[config.mk]
export PLATFORM = sky130hd
export DESIGN_NAME = mafe_ctrl
export DESIGN_NICKNAME = d
export VERILOG_FILES = /design/src/hdl/mafe_pkg.sv /design/src/hdl/mafe_ctrl.sv
export SDC_FILE = /design/constraint.sdc
export NUM_CORES = 1
export LEC_CHECK = 0
export ABC_AREA = 0
export BUFFER_PORTS_ARGS = -buffer_cell sky130_fd_sc_hd__buf_4
export CAP_MARGIN = 10
export CORE_AREA = 2 2 39 41
export CTS_BUF_LIST = sky130_fd_sc_hd__clkbuf_8
export CTS_CLUSTER_SIZE = 28
export DETAILED_ROUTE_END_ITERATION = 6
export DIE_AREA = 0 0 41 43
export PLACE_DENSITY = 0.88
export REMOVE_ABC_BUFFERS = 1
export SLEW_MARGIN = 15
export SYNTH_ARGS = -nofsm -noshare
export SYNTH_HDL_FRONTEND = slang
export SYNTH_SLANG_ARGS = --single-unit
[constraint.sdc]
create_clock -name i_clk -period 4.2 [get_ports i_clk]
set_clock_uncertainty 0.15 [all_clocks]
set_input_delay 1.05 -clock i_clk [delete_from_list [all_inputs] [get_ports i_clk]]
set_output_delay 1.05 -clock i_clk [all_outputs]
set_load 0.01 [all_outputs]
[src/hdl/mafe_pkg.sv]
// ----------------------------------------------------------------------------
// mafe_pkg
// Widths, register indexes and the control/status types shared by the
// moving-average forecast error block.
// ----------------------------------------------------------------------------
package mafe_pkg;

    localparam int SAMPLE_W   = 16;
    localparam int WLEN_W     = 9;
    localparam int SLEN_W     = 11;
    localparam int TOTAL_W    = 25;
    localparam int PROD_W     = 26;
    localparam int DIFF_W     = 27;
    localparam int ABS_W      = 26;
    localparam int SQ_W       = 52;
    localparam int ERR_W      = 58;
    localparam int ROOT_W     = 45;
    localparam int REM_W      = 46;
    localparam int DEN_W      = 20;
    localparam int RMS_W      = 32;
    localparam int ITER_W     = 6;
    localparam int ROOT_STEPS = 45;
    localparam int DIV_STEPS  = 45;

    localparam int CFG_IDX_W  = 1;
    localparam int CFG_DATA_W = 11;

    localparam logic [CFG_IDX_W-1:0] CFG_WINDOW_LEN = 1'b0;
    localparam logic [CFG_IDX_W-1:0] CFG_SERIES_LEN = 1'b1;

    localparam logic [WLEN_W-1:0] WLEN_RESET = 9'd4;
    localparam logic [SLEN_W-1:0] SLEN_RESET = 11'd16;

    // Commands from the controller to the datapath.
    typedef struct packed {
        logic take;
        logic upd;
        logic sq;
        logic acc;
        logic root_init;
        logic root_step;
        logic div_init;
        logic div_step;
        logic load_out;
    } t_cmd;

    // Status from the datapath to the controller.
    typedef struct packed {
        logic last;
        logic bad;
    } t_stat;

endpackage

[src/hdl/mafe_ctrl.sv]
// ----------------------------------------------------------------------------
// mafe_ctrl
// Sequencer of the block: steps each sample through the datapath and runs
// the square root and the division at the end of a well-configured series.
// ----------------------------------------------------------------------------
module mafe_ctrl (
    input  logic            i_clk,
    input  logic            i_rst_n,
    input  logic            i_in_valid,
    output logic            o_in_ready,
    output logic            o_out_valid,
    input  logic            i_out_ready,
    input  mafe_pkg::t_stat i_stat,
    output mafe_pkg::t_cmd  o_cmd
);

    typedef enum logic [3:0] {
        ST_IDLE,
        ST_UPD,
        ST_SQ,
        ST_ACC,
        ST_RINIT,
        ST_ROOT,
        ST_DINIT,
        ST_DIV,
        ST_OUT
    } t_state;

    t_state                      r_state;
    logic [mafe_pkg::ITER_W-1:0] r_iter;
    logic                        r_out_valid;
    logic                        in_accept;
    logic                        out_free;

    assign o_in_ready  = (r_state == ST_IDLE);
    assign in_accept   = i_in_valid && o_in_ready;
    assign out_free    = !r_out_valid || i_out_ready;
    assign o_out_valid = r_out_valid;

    always_comb begin
        o_cmd = '0;
        case (r_state)
            ST_IDLE:  o_cmd.take      = in_accept;
            ST_UPD:   o_cmd.upd       = 1'b1;
            ST_SQ:    o_cmd.sq        = 1'b1;
            ST_ACC:   o_cmd.acc       = 1'b1;
            ST_RINIT: o_cmd.root_init = 1'b1;
            ST_ROOT:  o_cmd.root_step = 1'b1;
            ST_DINIT: o_cmd.div_init  = 1'b1;
            ST_DIV:   o_cmd.div_step  = 1'b1;
            ST_OUT:   o_cmd.load_out  = out_free;
            default:  o_cmd = '0;
        endcase
    end

    always_ff @(posedge i_clk) begin
        if (!i_rst_n) begin
            r_state     <= ST_IDLE;
            r_iter      <= '0;
            r_out_valid <= 1'b0;
        end else begin
            // A new result word may replace the one taken in the same cycle.
            if (r_state == ST_OUT && out_free) begin
                r_out_valid <= 1'b1;
            end else if (r_out_valid && i_out_ready) begin
                r_out_valid <= 1'b0;
            end
            case (r_state)
                ST_IDLE: begin
                    if (in_accept) begin
                        r_state <= ST_UPD;
                    end
                end
                ST_UPD: r_state <= ST_SQ;
                ST_SQ:  r_state <= ST_ACC;
                ST_ACC: begin
                    // A bad configuration skips the root and the division.
                    if (!i_stat.last) begin
                        r_state <= ST_IDLE;
                    end else if (i_stat.bad) begin
                        r_state <= ST_OUT;
                    end else begin
                        r_state <= ST_RINIT;
                    end
                end
                ST_RINIT: begin
                    r_iter  <= '0;
                    r_state <= ST_ROOT;
                end
                ST_ROOT: begin
                    if (r_iter == mafe_pkg::ITER_W'(mafe_pkg::ROOT_STEPS - 1)) begin
                        r_state <= ST_DINIT;
                    end else begin
                        r_iter <= r_iter + 1'b1;
                    end
                end
                ST_DINIT: begin
                    r_iter  <= '0;
                    r_state <= ST_DIV;
                end
                ST_DIV: begin
                    if (r_iter == mafe_pkg::ITER_W'(mafe_pkg::DIV_STEPS - 1)) begin
                        r_state <= ST_OUT;
                    end else begin
                        r_iter <= r_iter + 1'b1;
                    end
                end
                ST_OUT: begin
                    if (out_free) begin
                        r_state <= ST_IDLE;
                    end
                end
                default: r_state <= ST_IDLE;
            endcase
        end
    end

    a_load_when_free: assert property (@(posedge i_clk) disable iff (!i_rst_n)
        o_cmd.load_out |-> out_free)
        else $error("result loaded over a word not yet taken");

    a_take_then_update: assert property (@(posedge i_clk) disable iff (!i_rst_n)
        in_accept |=> (r_state == ST_UPD))
        else $error("accepted sample not followed by window update");

    a_iter_bound: assert property (@(posedge i_clk) disable iff (!i_rst_n)
        (r_state == ST_ROOT || r_state == ST_DIV) |->
            (r_iter < mafe_pkg::ITER_W'(mafe_pkg::ROOT_STEPS)))
        else $error("iteration counter out of range");

endmodule

==> results.md <==
* Placeable Area at 0.001384 sq mm
* CTS resizes at 0
* Initial DRC count at 29
* Commonest non-fill, non-tap cells in the layout: 16 x buf_4, 11 x dfxtp_1, 10 x nand2_1, 7 x inv_1
* Final Max Tran Viols at 0
* Post-synthesis cell type count at 35
* Register area share after synthesis at 0.3132
* Drt total wl at 1722 um
* Lkg Pwr at 0.0003511 uW
* H-tree depth at 1
* Top Family by Delay on Critical Path: simple AND/OR/NAND/NOR gates
* CP dominant cell by count: buf_4
* Max Cap Violations at 0
* Tcrit/Tclk final at 0.6702
* Vias/cell at 6.160
* WP data required at 3.00 ns
* Antenna Cells at 0
* CP bufs+invs at 2
* Critical Path AT at 1.61 ns
* CP Class: in2out
* Worst-skew pair later-pin latency at 0.24 ns
* GRT Residual Overflow at 0
* Peak VDD IR at 209.9 uV
* Peak Freq at 0.3553 GHz
* CP Launch Type: primary input
* CTS tree: done
* Port buffer count at 16
* Final worst path period need at 2.815 ns
* Initial core utilization at 0.5081
* Pwr Total at 266.2 uW
* CTS sink cnt at 11
* DR WL met3 at 85 um
* Sequential standard cell area at 220.2 sq um
* Vias in the first global route at 638
* Hold_buf cts at 0
* Flops & latches, synth at 11
* Clk root buf: clkbuf_8
* Setup_tns at 0 ns
* Synthesized area at 703.2 sq um
* Pwr dens at 312.9 mW/mm^2
* Die span in y at 43 um
* Final Core Density at 0.6148
* Design area at 850.8 sq um
* Status: finished clean
* Area after DPL at 805.8 sq um
* Multi-input gate area at 422.9 sq um
* Detail Placement HPWL at 1173 um
* Share of cells above drive strength 1 at 0.2039
* Worst setup EP type: output pin
* Worst-path clk slew at 0.05 ns
* Final Hold Fails at 0
* Worst rel slew slack at 0.6744
* Die area at 0.001763 sq mm
* RSZ-0062 raised after global routing: no
* CP cell instances: buf_4 -> nand2b_1 -> and2b_1 -> buf_4
* WL met1 at 765 um
* Reg2Reg Setup Slack at 2.43 ns
* Met2 wire len at 838 um
* Area growth syn-to-layout at 21.00%
* Initial antenna violation count at 0
* Routed via count at 733
* Number of routed nets with antenna violations at 0
* GRT Total Usage at 0.2308
* Final Setup Violations at 0
* Synth Instances at 90
* Row cnt at 14
* Most common cell after layout, fill and taps aside: buf_4
* Setup Fix Bufs, Post-CTS at 0
* CP max stage cell: and2b_1
* DRC at 0
* Avg WL per Cell at 14.47 um
* Worst-case clock buffer depth at 2
* Gpl congestion at 0.8208
* First-pass GRT wire length at 2766 um
* Actual slew at the worst max-slew pin at 0.4873 ns
* I/O pin count at 17
* Largest net degree at the start of global routing at 13
* FILL cells at 127
* DIE WIDTH at 41 um
* Mapped Avg Cell Area at 7.813 sq um
* Final net count at 112
* Highest routed layer: met4
* DR pass1 iterations at 4
* Largest stage delay, worst path at 0.17 ns
* Synth warnings at 0
* Crit Path Max Fanout at 3
* Hold WC Path Type: reg2reg
* CTS Buf Count at 3
## routing by layer
layer,up-vias,global-route usage
met1,344,0.3062
met3,7,0.06283
met2,26,0.3375
met5,-,0
li1,356,-
met4,0,0.1000
## kinds of logic after synthesis
kind of cell             after synthesis  synth area share
AND/OR/NAND/NOR                       40            0.3239
AO/OA/AOI/OAI                         22            0.2135
buffers and inverters                 13           0.08540
flip-flops                            11            0.3132
multiplexers                           2           0.02847
adder cells (fa/ha/maj)                2           0.03558
## synth_stat cells (all sizes together)
master | count | area, sq um
and3 | 2 | 12.51
and3b | 2 | 17.52
nor2b | 2 | 12.51
buf | 4 | 26.27
or4b | 1 | 13.76
nand2 | 10 | 37.54
o32ai | 2 | 17.52
and2b | 1 | 7.510
or4 | 1 | 7.510
o22ai | 2 | 12.51
a211oi | 2 | 15.01
inv | 6 | 22.52
nor2 | 4 | 15.01
dfxtp | 11 | 220.2
o2111a | 1 | 11.26
o21a | 1 | 7.510
o21ai | 4 | 20.02
nand3 | 4 | 20.02
nand3b | 1 | 7.510
nor4b | 1 | 8.760
ha | 2 | 25.02
o211ai | 1 | 7.510
a31o | 1 | 8.760
nor4 | 1 | 6.260
nand4 | 2 | 12.51
mux2i | 2 | 20.02
nor3 | 4 | 20.02
a31oi | 2 | 12.51
nor4bb | 1 | 10.01
a21oi | 4 | 20.02
clkbuf | 3 | 11.26
a41oi | 1 | 8.760
a311oi | 1 | 8.760
nand2b | 3 | 18.77
## power breakdown
group          internal [uW]  switching, uW
clock                   64.3           41.1
sequential               108           8.81
combinational           21.7           22.5
## flip-flops by register name (all words and copies together) (netlist names)
register,count
o_out_valid,1
r_state,4
r_iter,6
## through the flow
stage,setup slack [ns],cells,hold slack (ns)
after global placement,1.402,115,0.3512
after floorplan,1.621,83,0.3231
after global routing,1.337,119,0.4114
after CTS,1.375,119,0.3655
after detailed placement,1.378,115,0.3612
final,1.385,119,0.3720
## tightest hold or removal path: cells and delay by family, from the launching register on
| kind | cells | cell delay (ns) |
|---|---|---|
| flip-flops | 1 | 0.34 |
| AND/OR/NAND/NOR | 1 | 0.07 |
| AO/OA/AOI/OAI | 1 | 0.07 |
## worst paths after layout
kind                from          to  cells after the start
max          i_out_ready    o_cmd[0]                      4
min            r_iter[4]   r_iter[4]                      2
max reg2reg   r_state[2]  r_state[3]                      3
min reg2reg    r_iter[4]   r_iter[4]                      2
## cell type report
| type | count | share of cell area |
|---|---|---|
| Tap cell | 16 | 0.02353 |
| Clock buffer | 3 | 0.04853 |
| Clock inverter | 1 | 0.004412 |
| Inverter | 6 | 0.02647 |
| Timing Repair Buffer | 16 | 0.1412 |
| Sequential cell | 11 | 0.2588 |
| Multi-Input combinational cell | 66 | 0.4971 |
Power figures use the tool's default switching activity.
